<file path="config.mk">
export PLATFORM = sky130hd
export DESIGN_NAME = link_packet_reassembly_control
export DESIGN_NICKNAME = d
export VERILOG_FILES = /design/src/rtl/lprc_pkg.sv /design/src/rtl/lprc_decide.sv /design/src/rtl/link_packet_reassembly_control.sv
export SDC_FILE = /design/constraint.sdc
export NUM_CORES = 1
export LEC_CHECK = 0
export BUFFER_PORTS_ARGS = -buffer_cell sky130_fd_sc_hd__buf_4
export CORE_MARGIN = 2
export CORE_UTILIZATION = 33
export CTS_BUF_LIST = sky130_fd_sc_hd__clkbuf_2
export CTS_CLUSTER_DIAMETER = 200
export DETAILED_ROUTE_END_ITERATION = 7
export SETUP_SLACK_MARGIN = 0.4
export SLEW_MARGIN = 20
export SYNTH_ARGS = -nofsm -noshare
export SYNTH_HDL_FRONTEND = slang
export SYNTH_SLANG_ARGS = --single-unit
</file>
<file path="constraint.sdc">
create_clock -name clk -period 6.1 [get_ports clk]
set_input_delay 1.22 -clock clk [delete_from_list [all_inputs] [get_ports clk]]
set_output_delay 1.22 -clock clk [all_outputs]
set_load 0.05 [all_outputs]
</file>
<file path="src/rtl/lprc_pkg.sv">
// ----------------------------------------------------------------------------
// lprc_pkg
// Types and constants for the link packet reassembly control block.
// ----------------------------------------------------------------------------
package lprc_pkg;

    localparam int HB_DUMMY_BIT = 9;
    localparam int HB_FIRST_BIT = 8;
    localparam int HB_VALID_BIT = 7;
    localparam int HB_TYPE_BIT  = 6;
    localparam int HB_COUNT_MSB = 5;

    localparam logic [7:0]  VER_FIRST_BIT = 8'd1;
    localparam logic [7:0]  VER_DUMMY_BIT = 8'd2;
    localparam logic [16:0] FILL_MAX      = 17'h1FFFF;
    localparam logic [16:0] PAYLOAD_RESET = 17'd32;

    localparam logic [1:0] CFG_VERSION = 2'd0;
    localparam logic [1:0] CFG_ACK_EN  = 2'd1;
    localparam logic [1:0] CFG_PAYLOAD = 2'd2;

    typedef enum logic [1:0] {
        ACK_REQUIRED = 2'd0,
        ACK_SKIP     = 2'd1,
        ACK_FAULT    = 2'd2
    } ack_t;

    typedef enum logic [1:0] {
        ACT_NONE        = 2'd0,
        ACT_APPEND      = 2'd1,
        ACT_DELIVER_DG  = 2'd2,
        ACT_DELIVER_PKT = 2'd3
    } action_t;

    typedef enum logic [2:0] {
        EV_OK       = 3'd0,
        EV_CRC      = 3'd1,
        EV_GARBAGE  = 3'd2,
        EV_NO_FIRST = 3'd3,
        EV_RESTART  = 3'd4,
        EV_STRAY    = 3'd5,
        EV_SEQUENCE = 3'd6,
        EV_OVERFLOW = 3'd7
    } event_t;

    typedef struct packed {
        logic [7:0]  version;
        logic        ack_en;
        logic [16:0] payload;
    } cfg_t;

    typedef struct packed {
        logic [16:0] fill;
        logic [7:0]  pkts;
    } state_t;

    typedef struct packed {
        ack_t        ack;
        action_t     act;
        logic [15:0] offset;
        logic [16:0] length;
        logic        link;
        event_t      ev;
    } result_t;

endpackage

</file>
<file path="src/rtl/lprc_decide.sv">
// ----------------------------------------------------------------------------
// lprc_decide
// Per-packet decision: acknowledge class, buffer action and next reassembly
// state from one header, the CRC flag, configuration and current state.
// ----------------------------------------------------------------------------
module lprc_decide #(
    parameter int MAX_DATAGRAM_BYTES = 2048
) (
    input  logic [15:0]      header,
    input  logic             crc,
    input  lprc_pkg::cfg_t   cfg,
    input  lprc_pkg::state_t cur,
    output lprc_pkg::state_t nxt,
    output lprc_pkg::result_t res
);

    localparam logic [16:0] MAX_BYTES = 17'(MAX_DATAGRAM_BYTES);

    logic [7:0]  cnt;
    logic [16:0] fill_v;
    logic [7:0]  pkts_v;
    logic [7:0]  pkts_dec;
    logic [17:0] sum;
    logic [16:0] sum_sat;
    logic        stop;
    logic [1:0]  sel;

    assign cnt      = {2'b00, header[lprc_pkg::HB_COUNT_MSB:0]};
    assign pkts_dec = cur.pkts - 8'd1;
    assign sel      = {header[lprc_pkg::HB_DUMMY_BIT], header[lprc_pkg::HB_VALID_BIT]};
    assign sum      = {1'b0, cur.fill} + {1'b0, cfg.payload};
    assign sum_sat  = sum[17] ? lprc_pkg::FILL_MAX : sum[16:0];

    always_comb
    begin
        res.ack    = lprc_pkg::ACK_REQUIRED;
        res.act    = lprc_pkg::ACT_NONE;
        res.offset = '0;
        res.length = '0;
        res.link   = 1'b0;
        res.ev     = lprc_pkg::EV_OK;
        nxt        = cur;
        fill_v     = cur.fill;
        pkts_v     = cur.pkts;
        stop       = 1'b0;

        if (!crc)
        begin
            res.ack = lprc_pkg::ACK_FAULT;
            res.ev  = lprc_pkg::EV_CRC;
            if (!cfg.ack_en)
            begin
                nxt = '0;
            end
        end
        else if (cfg.version >= lprc_pkg::VER_DUMMY_BIT && sel == 2'b10)
        begin
            res.ack = lprc_pkg::ACK_SKIP;
        end
        else if (cfg.version >= lprc_pkg::VER_DUMMY_BIT && sel != 2'b01)
        begin
            res.ack = lprc_pkg::ACK_FAULT;
            res.ev  = lprc_pkg::EV_GARBAGE;
        end
        else if (cfg.version < lprc_pkg::VER_DUMMY_BIT && !header[lprc_pkg::HB_VALID_BIT])
        begin
            res.ack = lprc_pkg::ACK_SKIP;
        end
        else
        begin
            res.link = ~header[lprc_pkg::HB_TYPE_BIT];
            if (cfg.payload == MAX_BYTES)
            begin
                if (cfg.version < lprc_pkg::VER_FIRST_BIT || header[lprc_pkg::HB_FIRST_BIT])
                begin
                    res.act    = lprc_pkg::ACT_DELIVER_PKT;
                    res.length = cfg.payload;
                end
                else
                begin
                    res.ev = lprc_pkg::EV_NO_FIRST;
                end
            end
            else
            begin
                if (cfg.version >= lprc_pkg::VER_FIRST_BIT)
                begin
                    if (header[lprc_pkg::HB_FIRST_BIT])
                    begin
                        if (cur.fill != '0)
                        begin
                            res.ev = lprc_pkg::EV_RESTART;
                            fill_v = '0;
                        end
                        pkts_v = cnt;
                    end
                    else if (cur.fill == '0)
                    begin
                        res.ev = lprc_pkg::EV_STRAY;
                        stop   = 1'b1;
                    end
                    else if (cnt != pkts_dec)
                    begin
                        res.ev = lprc_pkg::EV_SEQUENCE;
                        fill_v = '0;
                        pkts_v = '0;
                        stop   = 1'b1;
                    end
                    else
                    begin
                        pkts_v = pkts_dec;
                    end
                end

                if (!stop)
                begin
                    if (fill_v >= MAX_BYTES)
                    begin
                        res.ev = lprc_pkg::EV_OVERFLOW;
                        fill_v = '0;
                    end
                    else if (cnt != '0)
                    begin
                        res.act    = lprc_pkg::ACT_APPEND;
                        res.offset = fill_v[15:0];
                        fill_v     = (fill_v == cur.fill) ? sum_sat
                                   : cfg.payload;
                    end
                    else
                    begin
                        res.act    = lprc_pkg::ACT_DELIVER_DG;
                        res.offset = fill_v[15:0];
                        res.length = (fill_v == cur.fill) ? sum_sat
                                   : cfg.payload;
                        fill_v     = '0;
                    end
                end
                nxt.fill = fill_v;
                nxt.pkts = pkts_v;
            end
        end
    end

endmodule

</file>
<file path="src/rtl/link_packet_reassembly_control.sv">
// ----------------------------------------------------------------------------
// link_packet_reassembly_control
// Decides acknowledge, append and deliver for each received link packet and
// tracks the datagram reassembly offset and the remaining-packet count.
// ----------------------------------------------------------------------------
// channel   handshake                 payload
// in        in_valid / in_stall       header_word, crc_ok
// out       out_valid / out_stall     ack_code, action, write_offset,
//                                     deliver_length, to_link_layer, event_code
// cfg       cfg_we                    cfg_index, cfg_data
//
// One packet per cycle sustained while out_stall is low; input register, then
// decode into the result register, where the reassembly state also updates.
// Reset clears pipeline valids and the reassembly state and loads the
// register defaults. A stalled result holds the result register and, through
// it, the input register; in_stall rises only when both are occupied.
// ----------------------------------------------------------------------------
module link_packet_reassembly_control #(
    parameter int MAX_DATAGRAM_BYTES = 2048
) (
    input  logic        clk,
    input  logic        rst_n,
    input  logic        in_valid,
    output logic        in_stall,
    input  logic [15:0] header_word,
    input  logic        crc_ok,
    output logic        out_valid,
    input  logic        out_stall,
    output logic [1:0]  ack_code,
    output logic [1:0]  action,
    output logic [15:0] write_offset,
    output logic [16:0] deliver_length,
    output logic        to_link_layer,
    output logic [2:0]  event_code,
    input  logic        cfg_we,
    input  logic [1:0]  cfg_index,
    input  logic [16:0] cfg_data
);

    lprc_pkg::cfg_t    cfg_reg;
    lprc_pkg::state_t  state_reg;
    lprc_pkg::state_t  state_next;
    lprc_pkg::result_t res_reg;
    lprc_pkg::result_t res_next;

    logic        s1_valid_reg;
    logic [15:0] s1_header_reg;
    logic        s1_crc_reg;
    logic        out_valid_reg;
    logic        out_ready;
    logic        s1_load;
    logic        s2_load;

    assign out_ready = ~out_valid_reg | ~out_stall;
    assign s2_load   = s1_valid_reg & out_ready;
    assign in_stall  = s1_valid_reg & ~out_ready;
    assign s1_load   = in_valid & ~in_stall;

    lprc_decide #(
        .MAX_DATAGRAM_BYTES (MAX_DATAGRAM_BYTES)
    ) u_decide (
        .header (s1_header_reg),
        .crc    (s1_crc_reg),
        .cfg    (cfg_reg),
        .cur    (state_reg),
        .nxt    (state_next),
        .res    (res_next)
    );

    always_ff @(posedge clk or negedge rst_n)
    begin
        if (!rst_n)
        begin
            cfg_reg.version <= '0;
            cfg_reg.ack_en  <= 1'b0;
            cfg_reg.payload <= lprc_pkg::PAYLOAD_RESET;
        end
        else if (cfg_we)
        begin
            unique case (cfg_index)
                lprc_pkg::CFG_VERSION: cfg_reg.version <= cfg_data[7:0];
                lprc_pkg::CFG_ACK_EN:  cfg_reg.ack_en  <= cfg_data[0];
                lprc_pkg::CFG_PAYLOAD: cfg_reg.payload <= cfg_data;
                default:               cfg_reg         <= cfg_reg;
            endcase
        end
    end

    always_ff @(posedge clk or negedge rst_n)
    begin
        if (!rst_n)
        begin
            s1_valid_reg  <= 1'b0;
            out_valid_reg <= 1'b0;
            state_reg     <= '0;
        end
        else
        begin
            if (s1_load)
            begin
                s1_valid_reg <= 1'b1;
            end
            else if (s2_load)
            begin
                s1_valid_reg <= 1'b0;
            end
            if (out_ready)
            begin
                out_valid_reg <= s1_valid_reg;
            end
            if (s2_load)
            begin
                state_reg <= state_next;
            end
        end
    end

    always_ff @(posedge clk)
    begin
        if (s1_load)
        begin
            s1_header_reg <= header_word;
            s1_crc_reg    <= crc_ok;
        end
        if (s2_load)
        begin
            res_reg <= res_next;
        end
    end

    assign out_valid      = out_valid_reg;
    assign ack_code       = res_reg.ack;
    assign action         = res_reg.act;
    assign write_offset   = res_reg.offset;
    assign deliver_length = res_reg.length;
    assign to_link_layer  = res_reg.link;
    assign event_code     = res_reg.ev;

    a_act_needs_ack: assert property (@(posedge clk) disable iff (!rst_n)
        out_valid_reg && res_reg.act != lprc_pkg::ACT_NONE
        |-> res_reg.ack == lprc_pkg::ACK_REQUIRED)
        else $error("buffer action on a packet that is not acknowledged");

    a_len_only_on_deliver: assert property (@(posedge clk) disable iff (!rst_n)
        out_valid_reg && (res_reg.act == lprc_pkg::ACT_NONE
                          || res_reg.act == lprc_pkg::ACT_APPEND)
        |-> res_reg.length == '0)
        else $error("deliver length without a delivery");

    a_error_events: assert property (@(posedge clk) disable iff (!rst_n)
        out_valid_reg && res_reg.ack == lprc_pkg::ACK_FAULT
        |-> (res_reg.ev == lprc_pkg::EV_CRC || res_reg.ev == lprc_pkg::EV_GARBAGE))
        else $error("error acknowledge with a non-error event");

    a_deliver_clears_fill: assert property (@(posedge clk) disable iff (!rst_n)
        s2_load && res_next.act == lprc_pkg::ACT_DELIVER_DG
        |=> state_reg.fill == '0)
        else $error("fill offset kept after datagram delivery");

endmodule
</file>
# --- Word level (Yosys, flattened, before mapping) ---
# Index checks and enable logic that the tools add are counted.
word_totals:
  romBits: 0
  in_bits: 41
  output_inout_bits: 43
  latchBits: 0
  ramBits: 0
  reg_bits: 105
  memories: 0
  wordCells: 125
classes:
  mul: 0
  n_bitwise: 10
  n_eq_ne: 14
  div_mod_pow: 0
  n_addsub: 2
  n_reduce_logical: 18
  order_cmp: 5
  shift: 0
  mux: 59
op_table:
  columns: ["operator", "count"]
  rows:
  - ["17-bit 2-to-1 mux", 18]
  - ["25-bit 2-to-1 mux", 6]
  - ["35-bit 2-to-1 mux", 2]
  - ["8-bit 2-to-1 mux", 4]
  - ["3-bit 2-to-1 mux", 8]
  - ["17-bit by 17-bit adder with 18-bit output", 1]
  - ["18-bit 2-to-1 mux", 1]
  - ["17-bit by 12-bit == test with 1-bit output, second input constant", 1]
  - ["17-bit == test", 1]
  - ["17-bit by 12-bit greater-or-equal comparator with 1-bit output, second input constant", 1]
  - ["17-bit zero test", 1]
  - ["17-bit nonzero test", 1]
  - ["2-bit 2-to-1 mux", 7]
  - ["1-bit 2-to-1 mux", 13]
  - ["8-bit by 1-bit greater-or-equal comparator with 1-bit output, second input constant", 1]
  - ["8-bit by 2-bit greater-or-equal comparator with 1-bit output, second input constant", 1]
  - ["8-bit by 1-bit < comparator with 1-bit output, second input constant", 1]
  - ["8-bit by 2-bit < comparator with 1-bit output, second input constant", 1]
  - ["2-bit != test, second input constant", 4]
  - ["6-bit by 8-bit != test with 1-bit output", 1]
  - ["8-bit AND reduction", 1]
  - ["8-bit nonzero test", 1]
  - ["8-bit by 1-bit subtractor with 8-bit output, second input constant", 1]
  - ["7-bit OR reduction", 1]
  - ["other kinds (16)", 30]

# --- Depth between registers and ports, before layout ---
depth:
  ltp_word: 21
  mapped_depth: 10
  ltp_nobuf: 10

# --- Hierarchy ---
# From an unflattened synthesis, not the netlist that was laid out.
hier_totals:
  hier_cells: 532
  hier_area_um2: 6038.3
modules_own_cells:
  columns: ["mod", "cells_per_inst", "area_per_inst_um2", "instances", "seq_area_each_um2"]
  rows:
  - ["link_packet_reassembly_control", 174, 3773.6, 1, 3069.2]
  - ["lprc_decide", 358, 2264.7, 1, 0.0]

# --- Worst setup path after synthesis ---
# No wires, ideal clock.
synth_path:
  path_type: "input to register"
  from: "in out_stall"
  to: "reg state_reg[10] in the netlist's numbering"
  setup_ns: 0.126
  n_path_buf: 1
  t_required_ns: 5.974
  arrival_time_ns: 5.675
  setup_slack_ns: 0.299
  stages: 5
  path_cell_list: "a21boi_0 > o21ai_1 > clkbuf_1 > nand2_1 > o31ai_2"
synth_between:
  elab_chain_len: 4
synth_rtl:
  columns: ["item", "line_no", "rtl"]
  rows:
  - ["start, declared", "link_packet_reassembly_control.sv:28", "input logic out_stall,"]
  - ["1-bit inverter", "link_packet_reassembly_control.sv:54", "assign out_ready = ~out_valid_reg | ~out_stall;"]
  - ["1-bit bitwise OR", "link_packet_reassembly_control.sv:54", null]
  - ["1-bit AND", "link_packet_reassembly_control.sv:55", "assign s2_load = s1_valid_reg & out_ready;"]
  - ["6-bit AND reduction (no line)", null, null]
  - ["end signal, assigned", "link_packet_reassembly_control.sv:113", "state_reg <= state_next;"]
  - ["end, declared", "link_packet_reassembly_control.sv:41", "lprc_pkg::state_t state_reg;"]
# Every way passes these cells.
# A chain may end at the register's enable or synchronous reset.

# --- Final worst setup path ---
layout_path:
  from: "reg state_reg[0] in the netlist's numbering"
  to: "reg res_reg (netlist bit deliver_length[0]) (data pin)"
layout_between:
  elab_chain_len: 17
  elab_cells_between_ends: 27
  cone_classes: "1 x add/sub; 1 x order compare; 2 x eq/ne; 23 x mux"
layout_rtl:
  columns: ["item", "line_no", "rtl"]
  rows:
  - ["8-bit by 1-bit subtractor with 8-bit output (*)", "lprc_decide.sv:29", "assign pkts_dec = cur.pkts - 8'd1;"]
  - ["6-bit by 8-bit != test with 1-bit output (*)", "lprc_decide.sv:102", "else if (cnt != pkts_dec)"]
  - ["branches (longest 13 deep; another with 17-bit by 12-bit greater-or-equal comparator with 1-bit output)", null, null]
  - ["35-bit 2-to-1 mux (*)", "lprc_decide.sv:115", "if (!stop)"]
  - ["17-bit 2-to-1 mux (*)", "lprc_decide.sv:72", "if (cfg.payload == MAX_BYTES)"]
  - ["end signal, assigned", "link_packet_reassembly_control.sv:127", "res_reg <= res_next;"]
  - ["end, declared", "link_packet_reassembly_control.sv:43", "lprc_pkg::result_t res_reg;"]
# Mark *: on every way between the ends. The select of a mux whose other input is x is not followed.

==> results_dict.tcl <==
set metrics [dict create \
    required_ns 6.54 \
    postRouteWirelength_um 13900 \
    clock_latency_ns 0.65 \
    critPathArrivalTime_ns 4.19 \
    tns_ns 0 \
    root_buffer "clkbuf_2" \
    min_from "s1_valid_reg" \
    synth_edf_count 52 \
    hold_depth 1 \
    tritoncts "built" \
    r2r-start "state_reg[0]" \
    dr.first_iter.drc_count 286 \
    firstDrtPassIters 6 \
    clkSinkCount 105 \
    grt_pass1_wl_um 22500 \
    path_clk_slew_ns 0.30 \
    io_buffers 77 \
    layout_common_cells "buf_4 (79), edfxtp_1 (52), dfrtp_1 (52)" \
    utilization_pct 39.8 \
    holdPathEnd "out_valid" \
    slew_viol_final 0 \
    syn_inst 503 \
    rr_worst_depth 9 \
    clock_path_buffers 2 \
    cp-start-kind "register" \
    viasPerCell 5.40 \
    fmax_mhz 267 \
    die_x_um 134 \
    finalInstanceArea_mm2 0.00659 \
    register_area_mm2 0.00289 \
    avgRoutedWirePerCell_um 17.2 \
    multi_input_area_mm2 0.00263 \
    irDropWorstVdd_uv 134 \
    syn-cell-area_mm2 0.00561 \
    grt-ovfl-total 0 \
    synth-adder-area-share_pct 4.37 \
    die_area_mm2 0.0181 \
    die_h_um 134 \
    synthArstFlopShare_pct 50.5 \
    cap_viol_max_count 0 \
    cts_setup_buffers 0 \
    synthFlopType "edfxtp_1" \
    grt_max_degree 54 \
    finalClockSkew_ns 0.0451 \
    drc_errors 0 \
    fin_crit_ns 3.75 \
    vias 4367 \
    row_count 47 \
    rsz0062_at_grt "false" \
    syn_to_final_growth_pct 17.6 \
    cp-end-kind "register" \
    startpoint "state_reg[0]" \
    globalplace.congestion 0.941 \
    timing.final.hold_violations 0 \
    cts_buffers 9 \
    muxShareOfSynthArea_pct 6.02 \
    pre_cts_ws_ns 2.43 \
    postCtsResizedCells 0 \
    worst_pin_slew_ns 1.01 \
    final_nets 642 \
    place_area_mm2 0.00644 \
    critPathKind "register to register" \
    synth_compound_area_share_pct 15.2 \
    antenna_found_initial 0 \
    yosysWarnings 0 \
    layout-drive-gt1-share_pct 25.2 \
    io_pins 84 \
    avgSynthCellArea_um2 11.1 \
    setup_slack_ns 2.35 \
    post-dp-hpwl_um 10100 \
    synth_top_family_by_area "simple AND/OR/NAND/NOR gates" \
    drtAntennaViolNets 0 \
    power_leakage_nw 2.78 \
    coreArea_mm2 0.0166 \
    first_global_vias 4245 \
    status "finished, final reports clean" \
    ys_types 71 \
    max_slew_margin_pct 31.9 \
    synth_xor_area_share_pct 2.81 \
    worst-path-max-fanout 18 \
    hold_path_class "register to register" \
    synth-seq-cells 105 \
    ys_seq_area_share_pct 51.5 \
    start_util_pct 33.8 \
    holdBufCountCts 0 \
    h-tree-depth 3 \
    p_per_area_mw_per_mm2 319 \
    final_common_cell "buf_4" \
    largest_register_ffs 26 \
    rrSetupSlack_ns 2.35 \
    timing.rr.end "deliver_length[0]" \
    period_share_pct 61.5 \
    synthSimpleGateAreaFrac_pct 17.9 \
    setup_violations 0 \
    track_usage_pct 16.0 \
    fillers 1645 \
]
-- cell usage after synthesis (5+ instances only) --
master	instances	area, µm²
o22ai_1	8	50.1
xnor2_1	5	43.8
nor2_1	37	139
or2_2	5	31.3
nand2_1	32	120
o31ai_1	7	52.6
nor4_1	11	68.8
and3_1	8	50.1
xor2_1	13	114
edfxtp_1	52	1560
a211oi_1	6	45.0
nor3_1	22	110
and2_1	15	93.8
o211ai_1	6	45.0
clkbuf_1	14	52.6
or3_1	12	75.1
a31oi_1	5	31.3
inv_1	14	52.6
mux2_2	28	315
nand3_1	7	35.0
a21oi_1	16	80.1
dfrtp_1	52	1300
ha_1	18	225
nand2b_1	7	43.8
o21ai_1	11	55.1
a31o_2	5	43.8
o21ai_0	14	70.1
a21o_1	6	45.0
-- stage by stage --
stage | hold WS, ns | cells | total power, mW
floorplan | 0.443 | 507 | 1.49
global placement | 0.460 | 791 | 1.70
detailed placement | 0.483 | 791 | 1.72
CTS | 0.541 | 807 | 2.11
global route | 0.547 | 807 | 2.24
finish | 0.535 | 808 | 2.11
-- worst max-delay path by stage --
stage,cells after the start,end
final,9,deliver_length[0]
after floorplan,5,state_reg[10]
after global routing,9,deliver_length[0]
after detailed placement,9,deliver_length[0]
after CTS,9,deliver_length[0]
after global placement,9,deliver_length[0]
-- where the power goes --
group,total [mW],internal [mW],switching (mW)
clock network,0.393,0.140,0.253
registers,0.900,0.823,0.0767
logic,0.812,0.310,0.503
-- kinds of logic (layout without fill, tap and decap cells) --
family / after synthesis / in the layout
other: 1 / 6
and+or+nand+nor: 183 / 183
buffers and inverters: 29 / 109
AOI/OAI and AO/OA: 119 / 119
DFF: 105 / 105
adders and majority gates: 19 / 19
muxes: 29 / 29
xor gates and xnor gates: 18 / 18
-- cell type report --
type | count | share of cell area (%)
clock inverters | 7 | 1.54
inverters | 14 | 0.797
diodes | 1 | 0.0380
repair buffers | 79 | 9.00
flip-flops and latches | 105 | 43.8
multi-input cells | 373 | 40.0
clock buffers | 9 | 0.683
well taps | 220 | 4.18
-- metal layers --
layer / vias to the layer above / global-route usage, % / wire (µm)
met5: - / 0 / 0
met4: 0 / 5.56 / 249
met3: 20 / 3.89 / 876
met2: 174 / 24.5 / 6330
met1: 2094 / 22.2 / 6420
li1: 2079 / - / -
-- critical path, cell delays in order (launching register included) --
cell	delay, ns
dfrtp_1	0.50
inv_1	0.09
ha_1	0.29
nor4b_2	0.22
or4_1	0.47
mux2i_4	0.21
o311ai_4	0.18
o31ai_1	0.43
nand3_1	0.65
nor3_1	0.51
Power figures use the tool's default switching activity.
